--- src/datetime_add_minutes_defines.svh ---
// ----------------------------------------------------------------------------
// datetime_add_minutes_defines.svh
// Assertion macros shared by the date and time adder modules.
// ----------------------------------------------------------------------------
`ifndef DATETIME_ADD_MINUTES_DEFINES_SVH
`define DATETIME_ADD_MINUTES_DEFINES_SVH

`ifndef SYNTH
// Check that a condition holds in the same cycle as its trigger
`define DAM_ASSERT_IMP(lbl, ante, cons) \
	lbl: assert property (@(posedge clk) disable iff (!arst_n) (ante) |-> (cons)) \
		else $error("dam: same-cycle check failed");
// Check that a condition holds in the cycle after its trigger
`define DAM_ASSERT_NEXT(lbl, ante, cons) \
	lbl: assert property (@(posedge clk) disable iff (!arst_n) (ante) |=> (cons)) \
		else $error("dam: next-cycle check failed");
`else
`define DAM_ASSERT_IMP(lbl, ante, cons)
`define DAM_ASSERT_NEXT(lbl, ante, cons)
`endif

`endif

--- src/dam_pkg.sv ---
// ----------------------------------------------------------------------------
// dam_pkg
// Types, constants and the month length function of the date and time adder.
// ----------------------------------------------------------------------------
`default_nettype none

package dam_pkg;

	// Field widths
	localparam int ADD_WIDTH = 20;
	localparam int YEAR_W    = 16;
	localparam int MONTH_W   = 4;
	localparam int DAY_W     = 5;
	localparam int HOUR_W    = 5;
	localparam int MIN_W     = 6;

	localparam int MIN_PER_HOUR  = 60;
	localparam int HOUR_PER_DAY  = 24;
	localparam int MONTHS        = 12;

	// Total minutes, carried hours and carried days widths
	localparam int TW = ADD_WIDTH + 1;
	localparam int HW = TW - 3;
	localparam int DW = (HW - 2 > 6) ? HW - 2 : 6;

	// Reciprocal multipliers: the rounded-up reciprocal is exact over the
	// whole operand range, as the rounding error times the operand stays
	// below two to the power of the shift.
	localparam int K60   = TW + 6;
	localparam int Q60W  = TW - 5;
	localparam logic [TW:0] M60 = (TW + 1)'(((64'd1 << K60) / 60) + 1);

	localparam int K24   = HW + 5;
	localparam int Q24W  = HW - 4;
	localparam logic [HW:0] M24 = (HW + 1)'(((64'd1 << K24) / 24) + 1);

	localparam int K25   = YEAR_W + 5;
	localparam int Q25W  = 12;
	localparam logic [YEAR_W:0] M25 = (YEAR_W + 1)'(((64'd1 << K25) / 25) + 1);

	// Year residue modulo 25 at the top of the year range
	localparam logic [4:0] YEAR_TOP_MOD25 = 5'(65535 % 25);

	typedef enum logic [3:0] {
		OP_NONE,
		OP_LOAD,
		OP_MUL60,
		OP_DIV60,
		OP_MUL24,
		OP_DIV24,
		OP_ROLL,
		OP_BACK,
		OP_SETDAY
	} op_t;

	typedef struct packed {
		op_t  op;
		logic store;
	} cmd_t;

	typedef struct packed {
		logic more;
		logic zero;
	} status_t;

	// Days in a month, given whether the year is a leap year
	function automatic logic [DAY_W-1:0] days_in_month(input logic [MONTH_W-1:0] mon,
		input logic leap);
		logic [DAY_W-1:0] d;
		unique case (mon)
			4'd2:                      d = leap ? 5'd29 : 5'd28;
			4'd4, 4'd6, 4'd9, 4'd11:   d = 5'd30;
			default:                   d = 5'd31;
		endcase
		return d;
	endfunction

endpackage

`default_nettype wire

--- src/dam_ctrl.sv ---
// ----------------------------------------------------------------------------
// dam_ctrl
// Sequencer of the date and time adder: steps the datapath through the
// divisions and the month roll, and owns both stream handshakes.
// ----------------------------------------------------------------------------
`default_nettype none
`include "datetime_add_minutes_defines.svh"

module dam_ctrl import dam_pkg::*; (
	input  wire logic    clk,
	input  wire logic    arst_n,
	input  wire logic    s_tvalid,
	output logic         s_tready,
	output logic         m_tvalid,
	input  wire logic    m_tready,
	input  wire status_t status,
	output cmd_t         cmd
);

	typedef enum logic [3:0] {
		ST_IDLE,
		ST_MUL60,
		ST_DIV60,
		ST_MUL24,
		ST_DIV24,
		ST_ROLL,
		ST_BACK,
		ST_SETDAY,
		ST_DONE
	} state_t;

	state_t state_q;
	logic   m_tvalid_q;
	logic   out_free;

	assign out_free = !m_tvalid_q || m_tready;
	assign s_tready = (state_q == ST_IDLE);
	assign m_tvalid = m_tvalid_q;

	// Decode the datapath command from the state
	always_comb begin
		cmd.store = 1'b0;
		unique case (state_q)
			ST_IDLE:   cmd.op = s_tvalid ? OP_LOAD : OP_NONE;
			ST_MUL60:  cmd.op = OP_MUL60;
			ST_DIV60:  cmd.op = OP_DIV60;
			ST_MUL24:  cmd.op = OP_MUL24;
			ST_DIV24:  cmd.op = OP_DIV24;
			ST_ROLL:   cmd.op = OP_ROLL;
			ST_BACK:   cmd.op = OP_BACK;
			ST_SETDAY: cmd.op = OP_SETDAY;
			ST_DONE: begin
				cmd.op    = OP_NONE;
				cmd.store = out_free;
			end
			default:   cmd.op = OP_NONE;
		endcase
	end

	// Advance the sequence and hold the result valid flag
	always_ff @(posedge clk or negedge arst_n) begin
		if (!arst_n) begin
			state_q    <= ST_IDLE;
			m_tvalid_q <= 1'b0;
		end else begin
			unique case (state_q)
				ST_IDLE:   if (s_tvalid) state_q <= ST_MUL60;
				ST_MUL60:  state_q <= ST_DIV60;
				ST_DIV60:  state_q <= ST_MUL24;
				ST_MUL24:  state_q <= ST_DIV24;
				ST_DIV24:  state_q <= ST_ROLL;
				ST_ROLL: begin
					if (!status.more) state_q <= status.zero ? ST_BACK : ST_DONE;
				end
				ST_BACK:   state_q <= ST_SETDAY;
				ST_SETDAY: state_q <= ST_DONE;
				ST_DONE:   if (out_free) state_q <= ST_IDLE;
				default:   state_q <= ST_IDLE;
			endcase
			if (cmd.store) begin
				m_tvalid_q <= 1'b1;
			end else if (m_tready) begin
				m_tvalid_q <= 1'b0;
			end
		end
	end

	`DAM_ASSERT_NEXT(a_request_starts_work, s_tvalid && s_tready, state_q == ST_MUL60)
	`DAM_ASSERT_IMP(a_store_only_when_free, cmd.store, !m_tvalid_q || m_tready)
	`DAM_ASSERT_NEXT(a_store_raises_valid, cmd.store, m_tvalid_q && state_q == ST_IDLE)

endmodule

`default_nettype wire

--- src/dam_datapath.sv ---
// ----------------------------------------------------------------------------
// dam_datapath
// Working registers of the date and time adder: reciprocal divisions by 60
// and 24, year residue modulo 25 for the leap rule, month roll and result.
// ----------------------------------------------------------------------------
`default_nettype none
`include "datetime_add_minutes_defines.svh"

module dam_datapath import dam_pkg::*; (
	input  wire logic                 clk,
	input  wire logic                 arst_n,
	input  wire cmd_t                 cmd,
	output status_t                   status,
	input  wire logic [YEAR_W-1:0]    start_year,
	input  wire logic [MONTH_W-1:0]   start_month,
	input  wire logic [DAY_W-1:0]     start_day,
	input  wire logic [HOUR_W-1:0]    start_hour,
	input  wire logic [MIN_W-1:0]     start_minute,
	input  wire logic [ADD_WIDTH-1:0] minutes_to_add,
	output logic [YEAR_W-1:0]         end_year,
	output logic [MONTH_W-1:0]        end_month,
	output logic [DAY_W-1:0]          end_day,
	output logic [HOUR_W-1:0]         end_hour,
	output logic [MIN_W-1:0]          end_minute,
	output logic                      year_overflow
);

	logic [TW-1:0]       t_q;
	logic [HW-1:0]       hsum_q;
	logic [DW-1:0]       day_q;
	logic [YEAR_W-1:0]   year_q;
	logic [MONTH_W-1:0]  mon_q;
	logic [HOUR_W-1:0]   hr_q;
	logic [MIN_W-1:0]    min_q;
	logic [4:0]          mod25_q;
	logic                ovf_q;
	logic [2*TW:0]       prod60_q;
	logic [2*HW:0]       prod24_q;
	logic [2*YEAR_W:0]   prod25_q;

	logic [Q60W-1:0]     q60;
	logic [TW-1:0]       rem60;
	logic [Q24W-1:0]     q24;
	logic [HW-1:0]       rem24;
	logic [Q25W-1:0]     q25;
	logic [YEAR_W-1:0]   rem25;
	logic                leap;
	logic [DAY_W-1:0]    dim;
	logic [DW-1:0]       dim_ext;
	logic                mon_bad;
	logic [4:0]          mod25_inc;
	logic [4:0]          mod25_dec;

	// Take the quotients from the reciprocal products
	assign q60   = prod60_q[K60 +: Q60W];
	assign rem60 = t_q - TW'(q60) * TW'(MIN_PER_HOUR);
	assign q24   = prod24_q[K24 +: Q24W];
	assign rem24 = hsum_q - HW'(q24) * HW'(HOUR_PER_DAY);
	assign q25   = prod25_q[K25 +: Q25W];
	assign rem25 = year_q - YEAR_W'(q25) * YEAR_W'(25);

	// Leap year: divisible by 4, and either not by 25 or also by 16
	assign leap    = (year_q[1:0] == 2'd0) && ((mod25_q != 5'd0) || (year_q[3:0] == 4'd0));
	assign dim     = days_in_month(mon_q, leap);
	assign dim_ext = DW'(dim);

	assign status.more = (day_q > dim_ext);
	assign status.zero = (day_q == '0);

	assign mon_bad   = (start_month == '0) || (start_month > MONTH_W'(MONTHS));
	assign mod25_inc = (year_q == '1) ? 5'd0 :
		((mod25_q == 5'd24) ? 5'd0 : mod25_q + 5'd1);
	assign mod25_dec = (year_q == '0) ? YEAR_TOP_MOD25 :
		((mod25_q == 5'd0) ? 5'd24 : mod25_q - 5'd1);

	// Step the working registers as commanded
	always_ff @(posedge clk) begin
		case (cmd.op)
			OP_LOAD: begin
				t_q    <= TW'(start_minute) + TW'(minutes_to_add);
				year_q <= start_year;
				mon_q  <= mon_bad ? MONTH_W'(1) : start_month;
				day_q  <= DW'(start_day);
				hr_q   <= start_hour;
				ovf_q  <= 1'b0;
			end
			OP_MUL60: begin
				prod60_q <= (2*TW+1)'(t_q) * (2*TW+1)'(M60);
				prod25_q <= (2*YEAR_W+1)'(year_q) * (2*YEAR_W+1)'(M25);
			end
			OP_DIV60: begin
				min_q   <= rem60[MIN_W-1:0];
				hsum_q  <= HW'(hr_q) + HW'(q60);
				mod25_q <= rem25[4:0];
			end
			OP_MUL24: begin
				prod24_q <= (2*HW+1)'(hsum_q) * (2*HW+1)'(M24);
			end
			OP_DIV24: begin
				hr_q  <= rem24[HOUR_W-1:0];
				day_q <= day_q + DW'(q24);
			end
			OP_ROLL: begin
				// Drop a whole month while the days exceed its length
				if (status.more) begin
					day_q <= day_q - dim_ext;
					if (mon_q == MONTH_W'(MONTHS)) begin
						mon_q   <= MONTH_W'(1);
						year_q  <= year_q + YEAR_W'(1);
						mod25_q <= mod25_inc;
						if (year_q == '1) ovf_q <= 1'b1;
					end else begin
						mon_q <= mon_q + MONTH_W'(1);
					end
				end
			end
			OP_BACK: begin
				// Day zero: step back to the previous month
				if (mon_q == MONTH_W'(1)) begin
					mon_q   <= MONTH_W'(MONTHS);
					year_q  <= year_q - YEAR_W'(1);
					mod25_q <= mod25_dec;
					if (year_q == '0) ovf_q <= 1'b1;
				end else begin
					mon_q <= mon_q - MONTH_W'(1);
				end
			end
			OP_SETDAY: begin
				day_q <= dim_ext;
			end
			default: begin
			end
		endcase
		// Capture the finished result
		if (cmd.store) begin
			end_year      <= year_q;
			end_month     <= mon_q;
			end_day       <= day_q[DAY_W-1:0];
			end_hour      <= hr_q;
			end_minute    <= min_q;
			year_overflow <= ovf_q;
		end
	end

	`DAM_ASSERT_IMP(a_roll_month_in_range, cmd.op == OP_ROLL, mon_q >= 4'd1 && mon_q <= 4'd12)
	`DAM_ASSERT_IMP(a_roll_time_in_range, cmd.op == OP_ROLL, hr_q < 5'd24 && min_q < 6'd60)
	`DAM_ASSERT_IMP(a_residue_in_range, cmd.op == OP_ROLL, mod25_q < 5'd25)

endmodule

`default_nettype wire

--- src/datetime_add_minutes.sv ---
// ----------------------------------------------------------------------------
// datetime_add_minutes
// Adds a count of minutes to a Gregorian date and time and gives the
// normalised date and time, with a flag when the year wraps.
// ----------------------------------------------------------------------------
// Sequence: once a request is taken, the block multiplies and divides by 60, then by 24,
// rolls month by month while the days exceed the month length, steps back to the previous
// month when the day ends at zero, and stores the result. One request is in work at a time.
// The result register lets the next request enter while a result waits.
// Reset clears the sequencer and the result valid flag; data is not reset.
`default_nettype none

module datetime_add_minutes import dam_pkg::*; (
	input  wire logic        clk,
	input  wire logic        arst_n,
	input  wire logic        s_tvalid,
	output logic             s_tready,
	// start_year, start_month, start_day, start_hour, start_minute, minutes_to_add
	input  wire logic [55:0] s_tdata,
	output logic             m_tvalid,
	input  wire logic        m_tready,
	// end_year, end_month, end_day, end_hour, end_minute, year_overflow, zero fill
	output logic [39:0]      m_tdata
);

	cmd_t               cmd;
	status_t            status;
	logic [YEAR_W-1:0]  end_year;
	logic [MONTH_W-1:0] end_month;
	logic [DAY_W-1:0]   end_day;
	logic [HOUR_W-1:0]  end_hour;
	logic [MIN_W-1:0]   end_minute;
	logic               year_overflow;

	dam_ctrl u_ctrl (
		.clk      (clk),
		.arst_n   (arst_n),
		.s_tvalid (s_tvalid),
		.s_tready (s_tready),
		.m_tvalid (m_tvalid),
		.m_tready (m_tready),
		.status   (status),
		.cmd      (cmd)
	);

	dam_datapath u_datapath (
		.clk            (clk),
		.arst_n         (arst_n),
		.cmd            (cmd),
		.status         (status),
		.start_year     (s_tdata[15:0]),
		.start_month    (s_tdata[19:16]),
		.start_day      (s_tdata[24:20]),
		.start_hour     (s_tdata[29:25]),
		.start_minute   (s_tdata[35:30]),
		.minutes_to_add (s_tdata[55:36]),
		.end_year       (end_year),
		.end_month      (end_month),
		.end_day        (end_day),
		.end_hour       (end_hour),
		.end_minute     (end_minute),
		.year_overflow  (year_overflow)
	);

	// Pack the result fields, lowest first
	assign m_tdata = {3'b000, year_overflow, end_minute, end_hour, end_day, end_month,
		end_year};

endmodule

`default_nettype wire
--- config.mk ---
export PLATFORM = sky130hd
export DESIGN_NAME = datetime_add_minutes
export DESIGN_NICKNAME = d
export VERILOG_FILES = /design/src/dam_pkg.sv /design/src/dam_ctrl.sv /design/src/dam_datapath.sv /design/src/datetime_add_minutes.sv
export VERILOG_INCLUDE_DIRS = /design/src /design/src/src
export SDC_FILE = /design/constraint.sdc
export NUM_CORES = 1
export LEC_CHECK = 0
export BUFFER_PORTS_ARGS = -buffer_cell sky130_fd_sc_hd__buf_4
export CORE_ASPECT_RATIO = 0.8
export CORE_MARGIN = 2
export CORE_UTILIZATION = 56
export CTS_CLUSTER_SIZE = 14
export DETAILED_ROUTE_END_ITERATION = 6
export PLACE_DENSITY = 0.75
export SLEW_MARGIN = 20
export SYNTH_ARGS = -nofsm -noshare
export SYNTH_HDL_FRONTEND = slang
export SYNTH_SLANG_ARGS = --single-unit
--- constraint.sdc ---
create_clock -name clk -period 5.6 [get_ports clk]
set_clock_uncertainty 0.05 [all_clocks]
set_input_delay 0.28 -clock clk [delete_from_list [all_inputs] [get_ports clk]]
set_output_delay 0.28 -clock clk [all_outputs]
set_load 0.05 [all_outputs]
Yosys cells after proc, flatten, opt, wreduce, memory -nomap -nowiden
Cells that the tools add are included.
Operators by class
  add/sub/neg operators: 13
  reductions and logical operators: 25
  equality and inequality tests: 33
  $lt $le $gt $ge: 2
  multiply operators: 6
  multiplexer cells: 38
Operators by type and width (count)
  2-to-1 mux 16 bit: 4
  case mux 16 bit (4 select lines): 1
  case mux 16 bit (3 select lines): 1
  multiplier 21 x 22 -> 43 bit (second input constant): 1
  == test 4 x 3 -> 1 bit (second input constant): 10
  case mux 4 bit (9 select lines): 1
  multiplier 17 x 18 -> 35 bit (second input constant): 1
  2-to-1 mux 5 bit: 7
  multiplier 16 x 17 -> 33 bit (second input constant): 1
  logical NOT 16 bit: 2
  2-to-1 mux 4 bit: 8
  case mux 4 bit (8 select lines): 1
  adder 6 x 20 -> 21 bit: 1
  == test 4 x 2 -> 1 bit (second input constant): 5
  == test 4 bit (second input constant): 5
  case mux 5 bit (2 select lines): 2
  adder 5 x 16 -> 17 bit: 1
  adder 16 x 1 -> 16 bit (second input constant): 1
  adder 16 x 14 -> 16 bit: 1
  == test 16 bit (second input constant): 1
  > comparator 16 x 5 -> 1 bit: 1
  multiplier 16 x 4 -> 4 bit (second input constant): 1
  subtractor 16 x 1 -> 16 bit (second input constant): 1
  subtractor 16 x 5 -> 16 bit: 1
  other kinds (32): 58
Storage, ports and cells
  input bits: 60
  register bits: 245
  word-level logic and storage cells: 137

Logic depth before layout (Yosys ltp)
  depth in word-level cells: 8
  depth in mapped cells: 23

By module
A second synthesis with hierarchy kept.
Second synthesis, totals
  cells, all modules: 2105
  area, all modules: 22167.5 um2
Modules (own cells, without submodules)
  dam_datapath: cells an instance 2064, area each 21777.1 um2, sequential area each 4864.7 um2, times used 1
  dam_ctrl: cells an instance 36, area each 356.6 um2, sequential area each 125.1 um2, times used 1
  datetime_add_minutes: cells an instance 5, area each 33.8 um2, sequential area each 0.0 um2, times used 1

Worst setup path before layout
Ideal clock, no wire load.
  path kind: register to register
  start: reg u_datapath.hsum_q[4]
  end: reg u_datapath.prod24_q[35] (data pin)
  cell stages (with the launch flop): 21
  slack: -0.381 ns
  period minus slack after synthesis: 5.981 ns
  library setup time: 0.256 ns
  buffers on the path: 0
  data required time: 5.294 ns
  arrival time: 5.676 ns
  cell sequence: edfxtp_1 -> ha_1 -> fa_1 -> inv_1 -> fa_1 -> inv_1 -> fa_1 -> inv_1 -> fa_1 -> inv_1 -> fa_1 -> ha_1 -> o21ai_0 -> nor2_1 -> o31a_1 -> a31o_1 -> o311ai_4 -> o31a_4 -> o211ai_2 -> a2111o_1 -> o211a_1
Between the ends
  word-level cells in the longest chain between the ends: 1
Ends and longest elaborated chain
  from (decl): line dam_datapath.sv:29  | logic [HW-1:0] hsum_q;
  from (signal assigned): line dam_datapath.sv:93  | hsum_q <= HW'(hr_q) + HW'(q60);
  multiplier 17 x 18 -> 35 bit: line dam_datapath.sv:97  | prod24_q <= (2*HW+1)'(hsum_q) * (2*HW+1)'(M24);
  to (signal assigned): line dam_datapath.sv:97
  to (decl): line dam_datapath.sv:38  | logic [2*HW:0] prod24_q;
Every way passes these cells.
A chain may end at the register's enable or synchronous reset.

Final worst setup path
  start: reg u_datapath.hsum_q[2]
  end: reg u_datapath.prod24_q[30] (data pin)
The elaborated chain is that of the path after synthesis.

==> flow_metrics.py <==
metrics = {
    "timing": {
        "post-route-period-util_pct": 104,
        "fin_tns_setup_ns": -1.46,
        "min_period_ns": 5.81,
        "grt_setup_unrepaired": "yes",
        "relSlewSlack_pct": 43.2,
        "worst_pin_slew_ns": 0.846,
        "setup_violations": 14,
        "finalWorstSetupSlack_ns": -0.205,
        "whs_ns": 0.0432,
        "hold_viol": 0,
        "drv_slew": 0,
        "fmax_mhz": 172,
    },
    "finish": {
        "area_growth_pct": 17.5,
        "fin_nets": 3087,
        "insertedDiodeCount": 0,
        "drive_above_1_share_pct": 18.0,
        "fin_cells": 2830,
        "fillers": 2869,
    },
    "drt": {
        "wl_met1_um": 24000,
        "viasPerCell": 5.53,
        "drt_iter0_drc": 1056,
        "drtPass1Iterations": 5,
        "routedWlPerCell_um": 18.6,
        "vias": 15700,
        "wl_um": 52700,
        "route.met3.wl_um": 3550,
        "routed-wl-met2_um": 24400,
        "drc_errors": 0,
        "postRouteAntennaNets": 0,
        "top_layer_used": "met5",
    },
    "worst_setup_path": {
        "endpoint": "u_datapath.prod24_q[30]$_DFFE_PN_",
        "cp.required_ns": 5.75,
        "crit_arrival_ns": 5.96,
        "reg2reg_slack_ns": -0.21,
        "reg2reg_depth": 20,
        "r2r-end": "u_datapath.prod24_q[30]$_DFFE_PN_",
        "cp_max_fo": 3,
        "reg2reg_from": "u_datapath.hsum_q[2]$_DFFE_PP_",
        "cp-startpoint": "u_datapath.hsum_q[2]$_DFFE_PP_",
        "criticalPathCategory": "flop to flop",
        "critPathLaunchType": "flop",
        "end_kind": "flop",
    },
    "synth": {
        "synthArstFlopShare_pct": 2.99,
        "yosys_register_bits": 167,
        "syn_area_per_cell_um2": 10.7,
        "synth.area.top_cells": "ha_1 26%, fa_1 22%, edfxtp_1 22%",
        "synth_top_area_cell": "ha_1",
        "synth_common_cells": "460 x ha_1, 444 x inv_1, 245 x fa_1, 162 x edfxtp_1, 91 x nand2_1",
        "synth_most_common_cell": "ha_1",
        "synth_seq_area_share_pct": 22.8,
        "synth_edf_count": 162,
        "syn-instance-count": 2049,
        "synth_area_um2": 21900,
        "synth_cell_types": 75,
        "ys.flop_type": "edfxtp_1",
        "yosysWarnings": 0,
        "synth_top_cell_area_share_pct": 26.3,
    },
    "hold_path": {
        "hold_path_class": "input pin to flop",
    },
    "clocking": {
        "h-tree-depth": 4,
        "cts_buffers": 17,
        "cts_tree": "done",
        "cts_root_buf": "clkbuf_16",
        "clk_path_buf_depth": 2,
        "clock_latency_ns": 0.46,
        "path_clk_slew_ns": 0.08,
        "clkSinkCount": 167,
    },
    "global_routing": {
        "grt_pass1_vias": 16300,
        "grt_pass1_wl_um": 84300,
        "antenna_found_initial": 1,
        "grt_max_degree": 44,
        "overflow": 0,
        "grt_usage_pct": 26.6,
    },
    "floorplan": {
        "die_y_um": 181,
        "io_pins": 102,
        "coreArea_um2": 38400,
        "die_area_um2": 40700,
        "die_w_um": 225,
        "rows": 64,
        "initial_core_util_pct": 57.0,
    },
    "run": {
        "cap_violations": 0,
    },
    "place": {
        "placed_cells": 2773,
        "dp_slack_ns": -0.509,
        "port_buffers": 98,
        "place.gp.congestion": 0.945,
        "hpwl_um": 43600,
    },
    "run_status": {
        "violations": "setup timing",
        "status": "finished, violations left",
    },
}
flip-flops by register name, indices dropped and copies added (netlist names), 5 cells and up:
name	count
u_datapath.hr_q	5
u_datapath.day_q	16
u_datapath.t_q	21
u_datapath.year_q	16
u_datapath.end_minute	6
u_datapath.min_q	6
u_datapath.prod25_q	5
u_datapath.end_hour	5
u_datapath.prod24_q	13
u_datapath.prod60_q	16
u_datapath.end_year	16
u_datapath.hsum_q	17
u_datapath.mod25_q	5
u_datapath.end_day	5
cells by family (layout without fill, tap and decap cells):
kind of cell	Yosys count	after routing	share of synthesized area, %
other cells	1	3	0.0171
xor+xnor	122	122	4.88
fa+ha+maj	705	705	48.7
compound gates	278	278	8.60
buf+inv	470	754	8.14
mux	2	2	0.0915
flops	167	167	22.8
simple gates	304	304	6.74
metal layers:
| metal | vias up | track usage, % |
|---|---|---|
| li1 | 7445 | - |
| met1 | 7739 | 37.7 |
| met2 | 413 | 41.8 |
| met3 | 54 | 6.68 |
| met4 | 2 | 4.98 |
| met5 | - | 0 |
what timing repair did:
action	CTS	global route
setup endpoints to repair	22	27
resized for setup	44	70
setup buffers	13	14
hold endpoints to repair	5	0
hold buffers	1	0
pin swaps	62	63
worst min path at each step:
stage / slack (ns) / cells past startpoint / end / from
after CTS: 0.03 / 3 / u_datapath.year_q[9]$_DFFE_PP_ / s_tdata[9]
after floorplan: -0.07 / 0 / u_ctrl.m_tvalid$_DFFE_PN0P_ / arst_n
after detailed placement: 0.05 / 1 / u_ctrl.m_tvalid$_DFFE_PN0P_ / arst_n
after global routing: 0.04 / 3 / u_datapath.year_q[12]$_DFFE_PP_ / s_tdata[12]
final: 0.04 / 3 / u_datapath.year_q[12]$_DFFE_PP_ / s_tdata[12]
after global placement: 0.05 / 1 / u_ctrl.m_tvalid$_DFFE_PN0P_ / arst_n
layout make-up:
class                      instances  area, µm²  share of cell area [%]
clock buffer                      17        425                    1.65
timing repair buffer             278       2120                    8.26
sequential                       167       4990                    19.4
clock inverter                    15        153                   0.594
tap                              495        619                    2.41
multi-input combinational       1414      15700                    61.2
inverter                         444       1670                    6.48
stage by stage:
step	utilization (%)	area, µm²
after global placement	63.6	24400
after floorplan	-	22000
final	67.0	25700
after global routing	67.0	25700
after CTS	66.0	25300
after detailed placement	63.6	24400
critical path, stage by stage, from the launching register on:
cell      delay, ns
edfxtp_1       0.43
ha_4           0.28
fa_2           0.54
inv_2          0.06
fa_2           0.61
fa_1           0.46
fa_1           0.53
inv_2          0.04
fa_1           0.54
ha_4           0.22
o21ai_2        0.13
o21bai_2       0.09
o31a_1         0.30
a31o_1         0.23
o311ai_4       0.27
buf_4          0.17
buf_6          0.10
o31ai_4        0.06
a21oi_2        0.19
o21bai_1       0.11
xor2_1         0.15
placed cells by master (no fill, tap or decap), drive strengths merged, types with 6 or more instances in the layout:
cell type and instances:
fa 245, xnor2 78, a31oi 6, edfxtp 162, o21bai 14, a21o 25, nor2b 13, inv 453
and3 14, ha 460, nor3 25, o22ai 12, clkbuf 17, o21a 7, nand4 12, o211ai 9
a21boi 6, nor2 70, o21ai 60, a211oi 18, nand2b 7, xor2 44, a21oi 63, o31ai 10
nand2 91, nand3 32, buf 277
Power is left out: the tool's default activity adds up to more than one toggle a clock period on the data nets, which glitch-free logic cannot reach.
